File: src/design/qrs_pkg.sv
// Shared types and constants for the quadratic root solver.
// No dependencies; every other design file imports this package.
package qrs_pkg;

	localparam int COEF_W = 16;          // Q8.8 coefficient width
	localparam int ROOT_W = 32;          // Q16.16 result width
	localparam int MAG_W  = 33;          // |b^2 - 4ac| magnitude width
	localparam int SQRT_W = 31;          // square root result width
	localparam int RAD_W  = 2 * SQRT_W;  // radicand width, |disc| << 28 padded to even
	localparam int FRAC_SHIFT = 28;      // radicand shift for 14 root fraction bits
	localparam int NUM_W  = 33;          // divider numerator / quotient width
	localparam int DEN_W  = 16;          // divider denominator width
	localparam int NUM_SW = NUM_W + 1;   // signed numerator width

	localparam logic [ROOT_W-1:0] Q16_MAX = {1'b0, {(ROOT_W-1){1'b1}}};
	localparam logic [ROOT_W-1:0] Q16_MIN = {1'b1, {(ROOT_W-1){1'b0}}};

	typedef enum logic [1:0] {
		KIND_LINEAR  = 2'd0,
		KIND_REAL    = 2'd1,
		KIND_COMPLEX = 2'd2,
		KIND_NONE    = 2'd3
	} root_kind_t;

	// Data that rides beside the square root pipeline
	typedef struct packed {
		root_kind_t               kind;
		logic signed [COEF_W-1:0] a;
		logic signed [COEF_W-1:0] b;
		logic signed [COEF_W-1:0] c;
	} sqrt_side_t;

	// Data that rides beside the divider pipeline
	typedef struct packed {
		root_kind_t kind;
		logic       neg1;
		logic       neg2;
	} div_side_t;

endpackage

File: src/design/qrs_front.sv
// Front end: coefficient products and discriminant, two register stages.
// Depends on qrs_pkg.
module qrs_front (
	input  logic                               clk,
	input  logic                               arst_n,
	input  logic                               start,
	input  logic signed [qrs_pkg::COEF_W-1:0]  coef_a,
	input  logic signed [qrs_pkg::COEF_W-1:0]  coef_b,
	input  logic signed [qrs_pkg::COEF_W-1:0]  coef_c,
	output logic                               out_vld,
	output logic [qrs_pkg::MAG_W-1:0]          out_mag,
	output qrs_pkg::sqrt_side_t                out_side
);
	import qrs_pkg::*;

	localparam int PROD_W = 2 * COEF_W;
	localparam int DISC_W = PROD_W + 3;

	logic                     vld_s1;
	logic signed [COEF_W-1:0] a_s1, b_s1, c_s1;
	logic signed [PROD_W-1:0] bb_s1, ac_s1;

	logic signed [DISC_W-1:0] disc;
	logic [DISC_W-1:0]        disc_abs;
	root_kind_t               kind;

	// Stage 1: products
	always_ff @(posedge clk or negedge arst_n) begin
		if (!arst_n) begin
			vld_s1 <= 1'b0;
		end else begin
			vld_s1 <= start;
		end
	end

	always_ff @(posedge clk) begin
		a_s1  <= coef_a;
		b_s1  <= coef_b;
		c_s1  <= coef_c;
		bb_s1 <= coef_b * coef_b;
		ac_s1 <= coef_a * coef_c;
	end

	// Stage 2: discriminant, its magnitude and the root kind
	always_comb begin
		disc     = DISC_W'(bb_s1) - (DISC_W'(ac_s1) <<< 2);
		disc_abs = disc[DISC_W-1] ? (-disc) : disc;
		if (a_s1 == '0) begin
			kind = (b_s1 == '0) ? KIND_NONE : KIND_LINEAR;
		end else begin
			kind = disc[DISC_W-1] ? KIND_COMPLEX : KIND_REAL;
		end
	end

	always_ff @(posedge clk or negedge arst_n) begin
		if (!arst_n) begin
			out_vld <= 1'b0;
		end else begin
			out_vld <= vld_s1;
		end
	end

	always_ff @(posedge clk) begin
		out_mag       <= disc_abs[MAG_W-1:0];
		out_side.kind <= kind;
		out_side.a    <= a_s1;
		out_side.b    <= b_s1;
		out_side.c    <= c_s1;
	end

endmodule

File: config.mk
export PLATFORM = sky130hd
export DESIGN_NAME = qrs_front
export DESIGN_NICKNAME = d
export VERILOG_FILES = /design/src/design/qrs_pkg.sv /design/src/design/qrs_front.sv
export SDC_FILE = /design/constraint.sdc
export NUM_CORES = 2
export LEC_CHECK = 0
export BUFFER_PORTS_ARGS = -buffer_cell sky130_fd_sc_hd__buf_4
export CORE_MARGIN = 2
export CORE_UTILIZATION = 64
export CTS_CLUSTER_DIAMETER = 120
export DETAILED_ROUTE_END_ITERATION = 8
export PLACE_DENSITY = 0.85
export SLEW_MARGIN = 20
export SYNTH_ARGS = -nofsm -noshare
export SYNTH_HDL_FRONTEND = slang
export SYNTH_SLANG_ARGS = --single-unit
File: constraint.sdc
create_clock -name clk -period 4.1 [get_ports clk]
set_input_delay 0.82 -clock clk [delete_from_list [all_inputs] [get_ports clk]]
set_output_delay 0.82 -clock clk [all_outputs]
set_load 0.1 [all_outputs]
# Word-level counts from Yosys, hierarchy flattened
# Index checks and enable logic that the tools add are counted.
dict set report totals {
  wordCells 22
  reg_bits 197
  out_inout_bits 84
}
dict set report classes {
  n_reduce_logical 2
  multipliers 2
  add_sub_neg 2
  n_mux 4
}
# operator n
set op_table {}
lappend op_table {{$mul 16x16->32} 2}
lappend op_table {{$sub 32x34->35} 1}
lappend op_table {{$mux 33} 1}
lappend op_table {{$neg 33->33} 1}
lappend op_table {{$logic_not 16->1} 2}
lappend op_table {{$mux 2} 3}

# Depth between registers and ports, before layout
dict set report depth {
  depth_word 3
  ltp_mapped 26
  depth_no_buf 25
}

# Worst setup path before layout
# OpenSTA, ideal clock, no wires.
dict set report synth_timing {
  kind {input -> register}
  startpoint {in coef_b[5] in the netlist's numbering}
  endpoint {reg bb_s1[26]}
  cell_stages 23
  path_slack_ns -2.706
  arrival_time_ns 6.734
  required_time_ns 4.028
  setup_time_ns 0.072
  n_path_buf 2
  path_cell_list {clkbuf_1 -> clkbuf_1 -> nand2_1 -> fa_1 -> inv_1 -> fa_1 -> fa_1 -> fa_1 -> fa_1 -> inv_1 -> fa_1 -> inv_1 -> ha_1 -> a21o_1 -> a21oi_1 -> o21ai_0 -> or3_1 -> a21oi_1 -> nor2_1 -> or4_1 -> a31o_2 -> a21oi_1 -> xnor2_1}
}
dict set report synth_between {
  elab_chain_cells 1
}
# element line_no
set synth_rtl {}
lappend synth_rtl {{from (decl)} qrs_front.sv:8} ;# input logic signed [qrs_pkg::COEF_W-1:0] coef_b,
lappend synth_rtl {{$mul 16x16->32} qrs_front.sv:40} ;# bb_s1 <= coef_b * coef_b;
lappend synth_rtl {{to (signal assigned)} qrs_front.sv:40}
lappend synth_rtl {{to (decl)} qrs_front.sv:21} ;# logic signed [PROD_W-1:0] bb_s1, ac_s1;
# No other way between the ends.

# Worst setup path in the final report
dict set report layout_timing {
  startpoint {in coef_c[6] in the netlist's numbering}
  endpoint {reg ac_s1[23]}
}
dict set report layout_between {
  elab_chain_cells 1
}
# element line_no
set layout_rtl {}
lappend layout_rtl {{from (decl)} qrs_front.sv:9} ;# input logic signed [qrs_pkg::COEF_W-1:0] coef_c,
lappend layout_rtl {{$mul 16x16->32} qrs_front.sv:41} ;# ac_s1 <= coef_a * coef_c;
lappend layout_rtl {{to (signal assigned)} qrs_front.sv:41}
lappend layout_rtl {{to (decl)} qrs_front.sv:21}
# No other way between the ends.

==> impl_metrics.csv <==
group,metric,value,unit
layout,fin_util,82.6,%
drt,vias_per_cell,5.64,
clocking,clock-sinks,194,
layout,layout_common_cells,"inv_1, fa_1, buf_4",
synth,netlist_instances,2735,
synth,ys_seq_area_share,15.2,%
synth,syn-cell-area,0.0257,mm2
drt,routed_wl,73700,um
layout,final_common_cell,"inv_1",
synth,synthSimpleGateAreaFrac,13.3,%
floorplan,core,0.0396,mm2
drt,vias,21200,
sta,setup_viol,50,
global_routing,track_usage,35.1,%
sta,final_hold_viol_count,0,
min_path,min_path_type,"input port to asynchronous set/reset pin",
drt,drc,0,
setup_path,crit_type,"input port to register",
layout,multiInputGateArea,0.0205,mm2
floorplan,initial_core_util,64.8,%
layout,fill_cells,2111,
placement,gp_congestion,0.901,
layout,num-nets-final,3973,
synth,synth-main-ff-cell,"dfxtp_1",
global_routing,grt-ovfl-total,0,
placement,io_buffer_count,134,
global_routing,first_global_vias,23097,
clocking,clk_pin_slew,70,ps
sta,slew_headroom,36.6,%
synth,syn_avg_cell_area,9.39,um2
floorplan,die_y,204,um
setup_path,path_cells,"buf_4 > and2_4 > fa_1 > inv_2 > fa_2 > fa_2 > fa_1 > inv_2 > fa_1 > inv_2 > fa_1 > inv_2 > ha_4 > a21o_1 > a21o_1 > a21o_1 > a2111oi_4 > o31ai_1 > a31o_2 > buf_4 > buf_6 > a21o_1 > a21oi_2 > xnor2_1",
sta,drv_slew,0,
sta,min_period_over_period,150,%
drt,ant_nets,0,
global_routing,antenna_found_initial,0,
sta,fmax,163,MHz
flow_run,maxCapViolations,0,
status,outcome,"complete, but fails checks",
layout,drive_gt1_share,28.2,%
floorplan,die_area,0.0417,mm2
clocking,clk_path_buf_depth,2,
setup_path,cp-start-kind,"input port",
synth,synthMuxAreaShare,0.195,%
drt,drt_iter0_drc,1491,
sta,rsz0062_at_grt,"true",
clocking,root_buffer,"clkbuf_16",
status,violations,"negative setup slack",
sta,worst_slack,-2040,ps
clocking,cts_tree,"built",
synth,synth_edf_count,0,
synth,yosys.area_share.adder,48.9,%
floorplan,ios,135,
clocking,holdBufCountCts,0,
clocking,cts_buffers,17,
placement,dpl_worst_slack,-2550,ps
setup_path,crit_path_end_kind,"register",
synth,async_flop_share,1.03,%
setup_path,cpPeakStageDelay,540,ps
clocking,htreeDepth,4,
global_routing,grt_max_degree,22,
setup_path,crit_required,4530,ps
synth,synth_warnings,0,
floorplan,die_x,204,um
floorplan,rows,73,
setup_path,r2r_cells,16,
sta,skew,17.1,ps
clocking,clkLatencyLatePin,520,ps
setup_path,cp_max_fo,7,
synth,synth_compound_area_share,7.63,%
sta,finalCriticalPeriod,6140,ps
synth,synth_top_family_by_area,"adder cells",
synth,synthXorXnorAreaFrac,4.02,%
synth,yosysUniqueCellTypes,71,
global_routing,grt_pass1_wl,113000,um
setup_path,crit_path_top_delay_cell,"fa_1",
setup_path,cp.arrival,6570,ps
layout,seqCellArea,0.00389,mm2
synth,ys_seq_elements,194,
synth,synthesis.nets,3489,
layout,area_delta_synth_final,27.5,%
layout,antenna_cells,0,
drt,drt-pass1-iter-count,5,
placement,hpwl,54500,um
sta,tightest_slew,942,ps
drt,post_drt_wl_per_cell,19.6,um
==> state kept, by name, summed over array words and instances (netlist names) <==
signal,flops
out_side,49
out_mag,33
ac_s1,32
bb_s1,31
a_s1,16
c_s1,16
b_s1,15
out_vld,1
vld_s1,1
==> Yosys cell counts (9+ instances only) <==
| cell | n | area share (%) |
|---|---|---|
| inv_1 | 654 | 9.6 |
| fa_1 | 501 | 39 |
| nand2_1 | 243 | 3.6 |
| ha_1 | 202 | 9.8 |
| dfxtp_1 | 192 | 15 |
| and2_1 | 173 | 4.2 |
| nor2_1 | 100 | 1.5 |
| a21oi_1 | 90 | 1.8 |
| xnor2_1 | 87 | 3.0 |
| clkbuf_1 | 77 | 1.1 |
| o21ai_0 | 45 | 0.88 |
| a21o_1 | 41 | 1.2 |
| xor2_1 | 31 | 1.1 |
| nor3_1 | 24 | 0.47 |
| nand2b_1 | 21 | 0.51 |
| o21a_1 | 21 | 0.61 |
| nor2b_1 | 18 | 0.44 |
| a211oi_1 | 16 | 0.47 |
| nand3_1 | 16 | 0.31 |
| nand4_1 | 14 | 0.34 |
| and3_1 | 13 | 0.32 |
| nor4_1 | 13 | 0.32 |
| o21bai_1 | 13 | 0.38 |
| a31oi_1 | 9 | 0.22 |
| o31ai_1 | 9 | 0.26 |
==> metal layers <==
layer  part of all wire, %  vias up  wire length (um)  track usage, %
met5                     0        -                 0               0
met4                   4.9        0              3620            14.9
met3                   7.3      302              5350            6.62
met2                    51      990             37400            60.2
met1                    37    10627             27400            43.6
li1                      -     9281                 -               -
==> critical path, delay by kind of cell <==
family	cells	cell delay (ps)
AO/OA/AOI/OAI	8	1540
XOR/XNOR	1	130
buffers and inverters	7	720
AND/OR/NAND/NOR	1	150
adder cells (fa/ha/maj)	7	3210
==> final timing paths <==
path	to	slack [ps]	startpoint
worst max-delay path	ac_s1[23]	-2040	coef_c[6]
worst min-delay path	vld_s1	80	arst_n
worst max register to register	out_mag[30]	210	bb_s1[2]
worst min register to register	out_side[9]	330	c_s1[9]
max in group asynchronous	out_vld	3930	arst_n
min in group clk	out_side[9]	330	c_s1[9]
==> final cells by class <==
class | count | share of cell area [%]
clock buffer | 18 | 1.34
clock inverter | 14 | 0.531
multi-input combinational | 1803 | 62.6
sequential | 194 | 11.9
tap | 525 | 2.01
timing repair buffer | 548 | 14.1
inverter | 655 | 7.54
==> cell families after synthesis <==
kind of cell,after synthesis
XOR/XNOR,118
buffers and inverters,738
adder cells (fa/ha/maj),703
AND/OR/NAND/NOR,676
AO/OA/AOI/OAI,301
multiplexers,5
flip-flops,194
==> per-stage QoR <==
step | cells | hold slack, ps | TNS (ps) | area [um2]
2_1_floorplan | 2735 | 310 | -67470 | 26500
3_3_place_gp | 3679 | 310 | -87640 | 30300
3_5_place_dp | 3679 | 312 | -94180 | 30300
4_1_cts | 3738 | 63.9 | -61910 | 31800
5_1_grt | 3757 | 61.8 | -74110 | 32700
6_report | 3757 | 81.4 | -67620 | 32700
==> repair_timing <==
action                                  CTS  global route
cloned                                    0             1
pin swaps                               104           113
endpoints found under the setup margin   49            60
gates resized for setup                 182           194
setup buffers                            30            32
Power is left out: the tool's default activity adds up to more than one toggle a clock period on the data nets, which glitch-free logic cannot reach.
