## config.mk

```make
export PLATFORM = sky130hd
export DESIGN_NAME = qrs_out
export DESIGN_NICKNAME = d
export VERILOG_FILES = /design/src/design/qrs_pkg.sv /design/src/design/qrs_out.sv
export SDC_FILE = /design/constraint.sdc
export NUM_CORES = 1
export LEC_CHECK = 0
export BUFFER_PORTS_ARGS = -buffer_cell sky130_fd_sc_hd__buf_2
export CORE_UTILIZATION = 35
export CTS_CLUSTER_SIZE = 16
export DETAILED_ROUTE_END_ITERATION = 6
export GPL_ROUTABILITY_DRIVEN = 0
export PLACE_DENSITY = 0.55
export SYNTH_ARGS = -nofsm -noshare
export SYNTH_HDL_FRONTEND = slang
export SYNTH_SLANG_ARGS = --single-unit
```

## constraint.sdc

```tcl
create_clock -name clk -period 0.8 [get_ports clk]
set_input_delay 0.04 -clock clk [delete_from_list [all_inputs] [get_ports clk]]
set_output_delay 0.04 -clock clk [all_outputs]
set_load 0.01 [all_outputs]
```

## src/design/qrs_pkg.sv

```systemverilog
// Shared types and constants for the quadratic root solver.
// No dependencies; every other design file imports this package.
package qrs_pkg;

	localparam int COEF_W = 16;          // Q8.8 coefficient width
	localparam int ROOT_W = 32;          // Q16.16 result width
	localparam int MAG_W  = 33;          // |b^2 - 4ac| magnitude width
	localparam int SQRT_W = 31;          // square root result width
	localparam int RAD_W  = 2 * SQRT_W;  // radicand width, |disc| << 28 padded to even
	localparam int FRAC_SHIFT = 28;      // radicand shift for 14 root fraction bits
	localparam int NUM_W  = 33;          // divider numerator / quotient width
	localparam int DEN_W  = 16;          // divider denominator width
	localparam int NUM_SW = NUM_W + 1;   // signed numerator width

	localparam logic [ROOT_W-1:0] Q16_MAX = {1'b0, {(ROOT_W-1){1'b1}}};
	localparam logic [ROOT_W-1:0] Q16_MIN = {1'b1, {(ROOT_W-1){1'b0}}};

	typedef enum logic [1:0] {
		KIND_LINEAR  = 2'd0,
		KIND_REAL    = 2'd1,
		KIND_COMPLEX = 2'd2,
		KIND_NONE    = 2'd3
	} root_kind_t;

	// Data that rides beside the square root pipeline
	typedef struct packed {
		root_kind_t               kind;
		logic signed [COEF_W-1:0] a;
		logic signed [COEF_W-1:0] b;
		logic signed [COEF_W-1:0] c;
	} sqrt_side_t;

	// Data that rides beside the divider pipeline
	typedef struct packed {
		root_kind_t kind;
		logic       neg1;
		logic       neg2;
	} div_side_t;

endpackage

```

## src/design/qrs_out.sv

```systemverilog
// Output stage: sign restore, Q16.16 clipping and result register.
// Depends on qrs_pkg.
module qrs_out (
	input  logic                        clk,
	input  logic                        arst_n,
	input  logic                        in_vld,
	input  logic [qrs_pkg::NUM_W-1:0]   in_q1,
	input  logic [qrs_pkg::NUM_W-1:0]   in_q2,
	input  qrs_pkg::div_side_t          in_side,
	output logic                        done,
	output logic [1:0]                  root_kind,
	output logic signed [qrs_pkg::ROOT_W-1:0] root_first,
	output logic signed [qrs_pkg::ROOT_W-1:0] root_second,
	output logic                        saturated
);
	import qrs_pkg::*;

	localparam logic [NUM_W-1:0] POS_LIM = NUM_W'(Q16_MAX);
	localparam logic [NUM_W-1:0] NEG_LIM = NUM_W'(Q16_MAX) + NUM_W'(1);

	logic [ROOT_W-1:0] v1, v2;
	logic              c1, c2;
	logic [ROOT_W-1:0] first_d, second_d;
	logic              sat_d;

	// Apply sign, clip to the Q16.16 range
	always_comb begin
		if (in_side.neg1) begin
			c1 = (in_q1 > NEG_LIM);
			v1 = c1 ? Q16_MIN : ROOT_W'(-in_q1);
		end else begin
			c1 = (in_q1 > POS_LIM);
			v1 = c1 ? Q16_MAX : in_q1[ROOT_W-1:0];
		end
		if (in_side.neg2) begin
			c2 = (in_q2 > NEG_LIM);
			v2 = c2 ? Q16_MIN : ROOT_W'(-in_q2);
		end else begin
			c2 = (in_q2 > POS_LIM);
			v2 = c2 ? Q16_MAX : in_q2[ROOT_W-1:0];
		end
		case (in_side.kind)
			KIND_LINEAR: begin
				first_d  = v1;
				second_d = '0;
				sat_d    = c1;
			end
			KIND_REAL, KIND_COMPLEX: begin
				first_d  = v1;
				second_d = v2;
				sat_d    = c1 | c2;
			end
			default: begin
				first_d  = '0;
				second_d = '0;
				sat_d    = 1'b0;
			end
		endcase
	end

	always_ff @(posedge clk or negedge arst_n) begin
		if (!arst_n) begin
			done <= 1'b0;
		end else begin
			done <= in_vld;
		end
	end

	always_ff @(posedge clk) begin
		root_kind   <= in_side.kind;
		root_first  <= first_d;
		root_second <= second_d;
		saturated   <= sat_d;
	end

endmodule

```

Word-level counts from Yosys, hierarchy flattened
Cells that the tools add are included.

storage, ports and cells
  output and inout bits = 68
  input bits = 73
  logic and storage cells = 26
  bits in registers = 68

cells by class
  muxes and demuxes = 9
  reduce and logical (&&, ||, !) cells = 3
  bitwise logic cells = 1
  add/sub/neg operators = 2
  magnitude comparators = 4
  equal/unequal tests = 2

operator list
  kind                                                                                number
  32-bit two-way mux                                                                  6
  33-bit by 31-bit greater-than comparator with 1-bit output (second input constant)  2
  33-bit by 32-bit greater-than comparator with 1-bit output (second input constant)  2
  32-bit negation                                                                     2
  3-bit OR reduction                                                                  1
  2-bit by 1-bit == test with 1-bit output (second input constant)                    1
  2-bit == test (second input constant)                                               1
  2-bit logical NOT                                                                   1
  1-bit two-way mux                                                                   2
  1-bit one-hot mux with 2 select lines                                               1
  2-bit OR reduction                                                                  1
  1-bit bitwise OR                                                                    1

Logic depth before layout (Yosys ltp)
  depth in word-level cells = 4
  gate-level depth with buffers = 10
  depth with buffers taken out = 7

Least setup slack after synthesis
No wires, ideal clock.

  path kind = in2reg
  from = input in_q2[0] in the netlist's numbering
  to = register root_second[2] in the netlist's numbering
  path slack = -1.232 ns
  arrival = 1.953 ns
  stages = 9
  path buffers = 2
  required time = 0.721 ns
  setup time = 0.079 ns
  cells stage by stage = inv_1 -> ha_1 -> or3b_1 -> buf_2 -> nor4_4 -> a31oi_1 -> buf_2 -> or4_1 -> o211ai_1

between the ends
  word-level cells in the longest chain between the ends = 3
  elaborated cells between the ends (all ways) = 6
  classes of those cells = 1 x add/sub; 2 x order compare; 3 x mux

RTL lines
  what                                           RTL line                      source
  start: declaration                             qrs_out.sv:8                  input logic [qrs_pkg::NUM_W-1:0] in_q2,
  32-bit negation, or another cell as far along  qrs_out.sv:37                 v2 = c2 ? Q16_MIN : ROOT_W'(-in_q2);
  32-bit two-way mux (on tied branches)          qrs_out.sv:37, qrs_out.sv:40
  32-bit two-way mux (*)                         qrs_out.sv:35                 if (in_side.neg2) begin
  end signal: assignment                         qrs_out.sv:72                 root_second <= second_d;
  end: declaration                               qrs_out.sv:13                 output logic signed [qrs_pkg::ROOT_W-1:0] root_second,

Mark *: on every way between the ends. The rest lies on a longest branch, timed or not.
A chain may end at the register's enable or synchronous reset.

Worst setup path in the final report
  from = input in_q2[0] in the netlist's numbering
  to = register root_second[5] in the netlist's numbering

The elaborated chain is that of the path after synthesis.

==> impl_metrics.json <==
{
  "synth_cells": 522,
  "cap_violations": 0,
  "setup_violations": 114,
  "initial_utilization_pct": 35.8,
  "place_area_mm2": 0.00636,
  "drc_errors": 0,
  "cp_max_fo": 9,
  "p_comb_share_pct": 27.4,
  "fin_area_mm2": 0.00783,
  "min_period_ns": 1.80,
  "path_delay_family": "simple AND/OR/NAND/NOR gates",
  "yosys-top-cells-area": "dfxtp_1 33%, nand4_1 5.7%, o21ai_0 4.7%, a21oi_1 4.4%, or4_1 4.4%",
  "vias": 5742,
  "violations": "negative setup slack",
  "numPortBuffers": 140,
  "p_leak_nw": 3.37,
  "period_share_pct": 225,
  "power_density_mw_per_mm2": 1500,
  "worst_slack_ns": -0.997,
  "synth_edf_count": 0,
  "fillers": 922,
  "design.core.area_mm2": 0.0114,
  "ys_ff_latch": 68,
  "die_y_um": 110,
  "slowest_stage": "or4_4",
  "grt.overflow.total": 0,
  "synth_area_mm2": 0.00407,
  "yosysSeqAreaShare_pct": 33.6,
  "first_pass_iters": 7,
  "syn_nets": 601,
  "tightest_slew_ns": 0.830,
  "dp_hpwl_um": 12700,
  "fin_cells": 996,
  "rows": 39,
  "track_usage_pct": 29.0,
  "drive_gt1_share_pct": 58.1,
  "synthFlopType": "dfxtp_1",
  "postRouteAntennaNets": 0,
  "p_int_mw": 8.40,
  "h-tree-depth": 3,
  "nets": 927,
  "grt_max_degree": 21,
  "seq_area_mm2": 0.00141,
  "synth_top_cell_by_area": "dfxtp_1",
  "hold_class": "in -> reg",
  "critical_path_buf_inv_count": 4,
  "crit_arrival_ns": 2.06,
  "status": "finished, violations left",
  "path_cells": "buf_8 > buf_4 > ha_2 > nand4b_1 > or4_4 > o211ai_1 > buf_4 > buf_4 > o21ai_1 > a21oi_2",
  "yosysTopAreaCellShare_pct": 32.9,
  "root_buffer": "clkbuf_16",
  "antenna_found_initial": 0,
  "cts_made_buffers": 9,
  "ys_async_sr_fraction_pct": 1.47,
  "sequentialPowerShare_pct": 33.2,
  "dieArea_mm2": 0.0121,
  "clock-sinks": 68,
  "start_kind": "input pin",
  "hold_violations": 0,
  "required_ns": 1.06,
  "cpPeakStageDelay_ns": 0.47,
  "clkTransAtPathRegs_ns": 0.06,
  "ios": 141,
  "path_class": "in -> reg",
  "viasPerCell": 5.77,
  "grt_pass1_wl_um": 26600,
  "switching_share_pct": 28.4,
  "power_frac_clock_pct": 39.5,
  "synthesis.yosys.warnings": 0,
  "grt_pass1_vias": 5213,
  "tritoncts": "built",
  "cp-end-kind": "flop",
  "drtIter0Drc": 386,
  "drv_slew": 0,
  "p_switching_mw": 3.33,
  "crit_path_frequent_cell": "buf_4",
  "multi_input_area_mm2": 0.00309,
  "cts_buffer_depth": 2,
  "peakVddDrop_uv": 1330,
  "area_growth_syn_to_layout_pct": 92.3,
  "syn_area_per_cell_um2": 7.80,
  "die_w_um": 110,
  "rsz0062_at_grt": "yes",
  "slew_headroom_pct": 44.4,
  "post_drt_wl_per_cell_um": 17.9,
  "wl_um": 17800,
  "place_inst": 945,
  "antenna_cells": 0,
  "synth_cell_types": 58,
  "max_clock_freq_mhz": 557
}
==> logic make-up (layout without fill, tap and decap cells) <==
family                     count (synthesis)  after routing  share of synthesized area, %
buffers and inverters                     52            382                          5.25
AOI/OAI and AO/OA                        151            152                          24.1
and+or+nand+nor                          234            234                          32.7
adders and majority gates                  6              6                          1.84
muxes                                      7              7                          1.72
DFF                                       68             68                          33.6
xor gates and xnor gates                   4              4                         0.861
==> Yosys cell counts (all sizes together), types with 3 or more instances <==
library cell	number
and3	4
a21oi	37
a211oi	9
nor3	28
or4	24
or2	4
clkbuf	25
inv	13
buf	12
o311a	3
nor2	42
o21ai	41
nand3b	4
mux2i	7
nand3	23
a41oi	3
and4	3
a31oi	13
nor4	10
nand2	28
a311oi	15
o31ai	3
o211ai	12
or3	10
dfxtp	67
nand2b	4
nand4b	5
nand4	37
ha	6
==> cells in the final DEF, fill, tap and decap left out, types with 11 or more instances in the layout <==
cell type / synthesis / layout
nand4_1: 37 / 37
dfxtp_1: 67 / 33
o21ai_2: 0 / 11
a21oi_1: 36 / 27
buf_2: 9 / 100
nor3_1: 26 / 20
nand2_1: 28 / 25
o211ai_1: 11 / 11
o21ai_0: 38 / 25
dfxtp_2: 0 / 34
nor2_1: 42 / 41
buf_6: 0 / 67
buf_4: 2 / 171
nand3_1: 23 / 18
or4_1: 24 / 12
or4_4: 0 / 12
==> state kept, by name (all words and copies together), names as in the netlist <==
signal,count
saturated,1
root_second,32
done,1
root_kind,2
root_first,32
==> power by group through the flow <==
stage / clock (mW) / sequential (mW) / combinational (mW)
6_report: 4.63 / 3.89 / 3.21
5_1_grt: 4.88 / 3.92 / 3.44
4_1_cts: 4.70 / 3.85 / 2.90
2_1_floorplan: 0 / 4.04 / 0.882
3_5_place_dp: 0 / 3.88 / 2.55
3_3_place_gp: 0 / 3.88 / 2.52
==> worst min-delay path, stage by stage <==
cell      delay [ns]
buf_2           0.10
buf_4           0.11
a311oi_1        0.06
==> per-layer routing <==
layer  GRT usage [%]  up-vias  wire length, µm  part of all wire, %
met3            5.39       42             1310                  7.3
met4            11.7        0              396                  2.2
li1                -     2690                -                    -
met5               0        -                0                    0
met1            40.3     2742             8000                   45
met2            43.7      268             8130                   46
==> worst paths after layout <==
kind	from	endpoint	slack, ns	depth (start not counted)
min in group asynchronous	arst_n	done	0.52	3
max in group asynchronous	arst_n	done	0.18	3
min	in_q2[11]	root_second[11]	0.003	3
max	in_q2[0]	root_second[5]	-1.0	10
==> layout make-up <==
| cell class | instances | share of cell area, % |
|---|---|---|
| Clock buffer | 9 | 2.88 |
| Clock inverter | 7 | 1.47 |
| Inverter | 15 | 1.26 |
| Multi-Input combinational cell | 403 | 39.4 |
| Sequential cell | 68 | 18.0 |
| Tap cell | 143 | 2.29 |
| Timing Repair Buffer | 351 | 34.7 |
==> through the flow <==
step	TNS, ns	hold WS, ns	power, mW	utilization [%]	worst slack (ns)
global route	-61.17	0.0224	12.2	68.9	-1.11
CTS	-53.00	0.00107	11.5	64.6	-0.907
floorplan	-57.13	-0.256	4.92	-	-1.16
finish	-55.15	0.00304	11.7	68.9	-0.997
global placement	-76.31	-0.185	6.40	56.0	-1.40
detailed placement	-78.02	-0.182	6.43	56.0	-1.44
==> what timing repair did <==
item	4_1_cts	5_1_grt
pin swaps	44	28
buffers inserted	13	16
hold buffers	8	0
endpoints found under the setup margin	133	133
endpoints found under the hold margin	7	0
cloned	2	0
resized for setup	108	91
No activity file was read; power rests on OpenSTA's default activity.
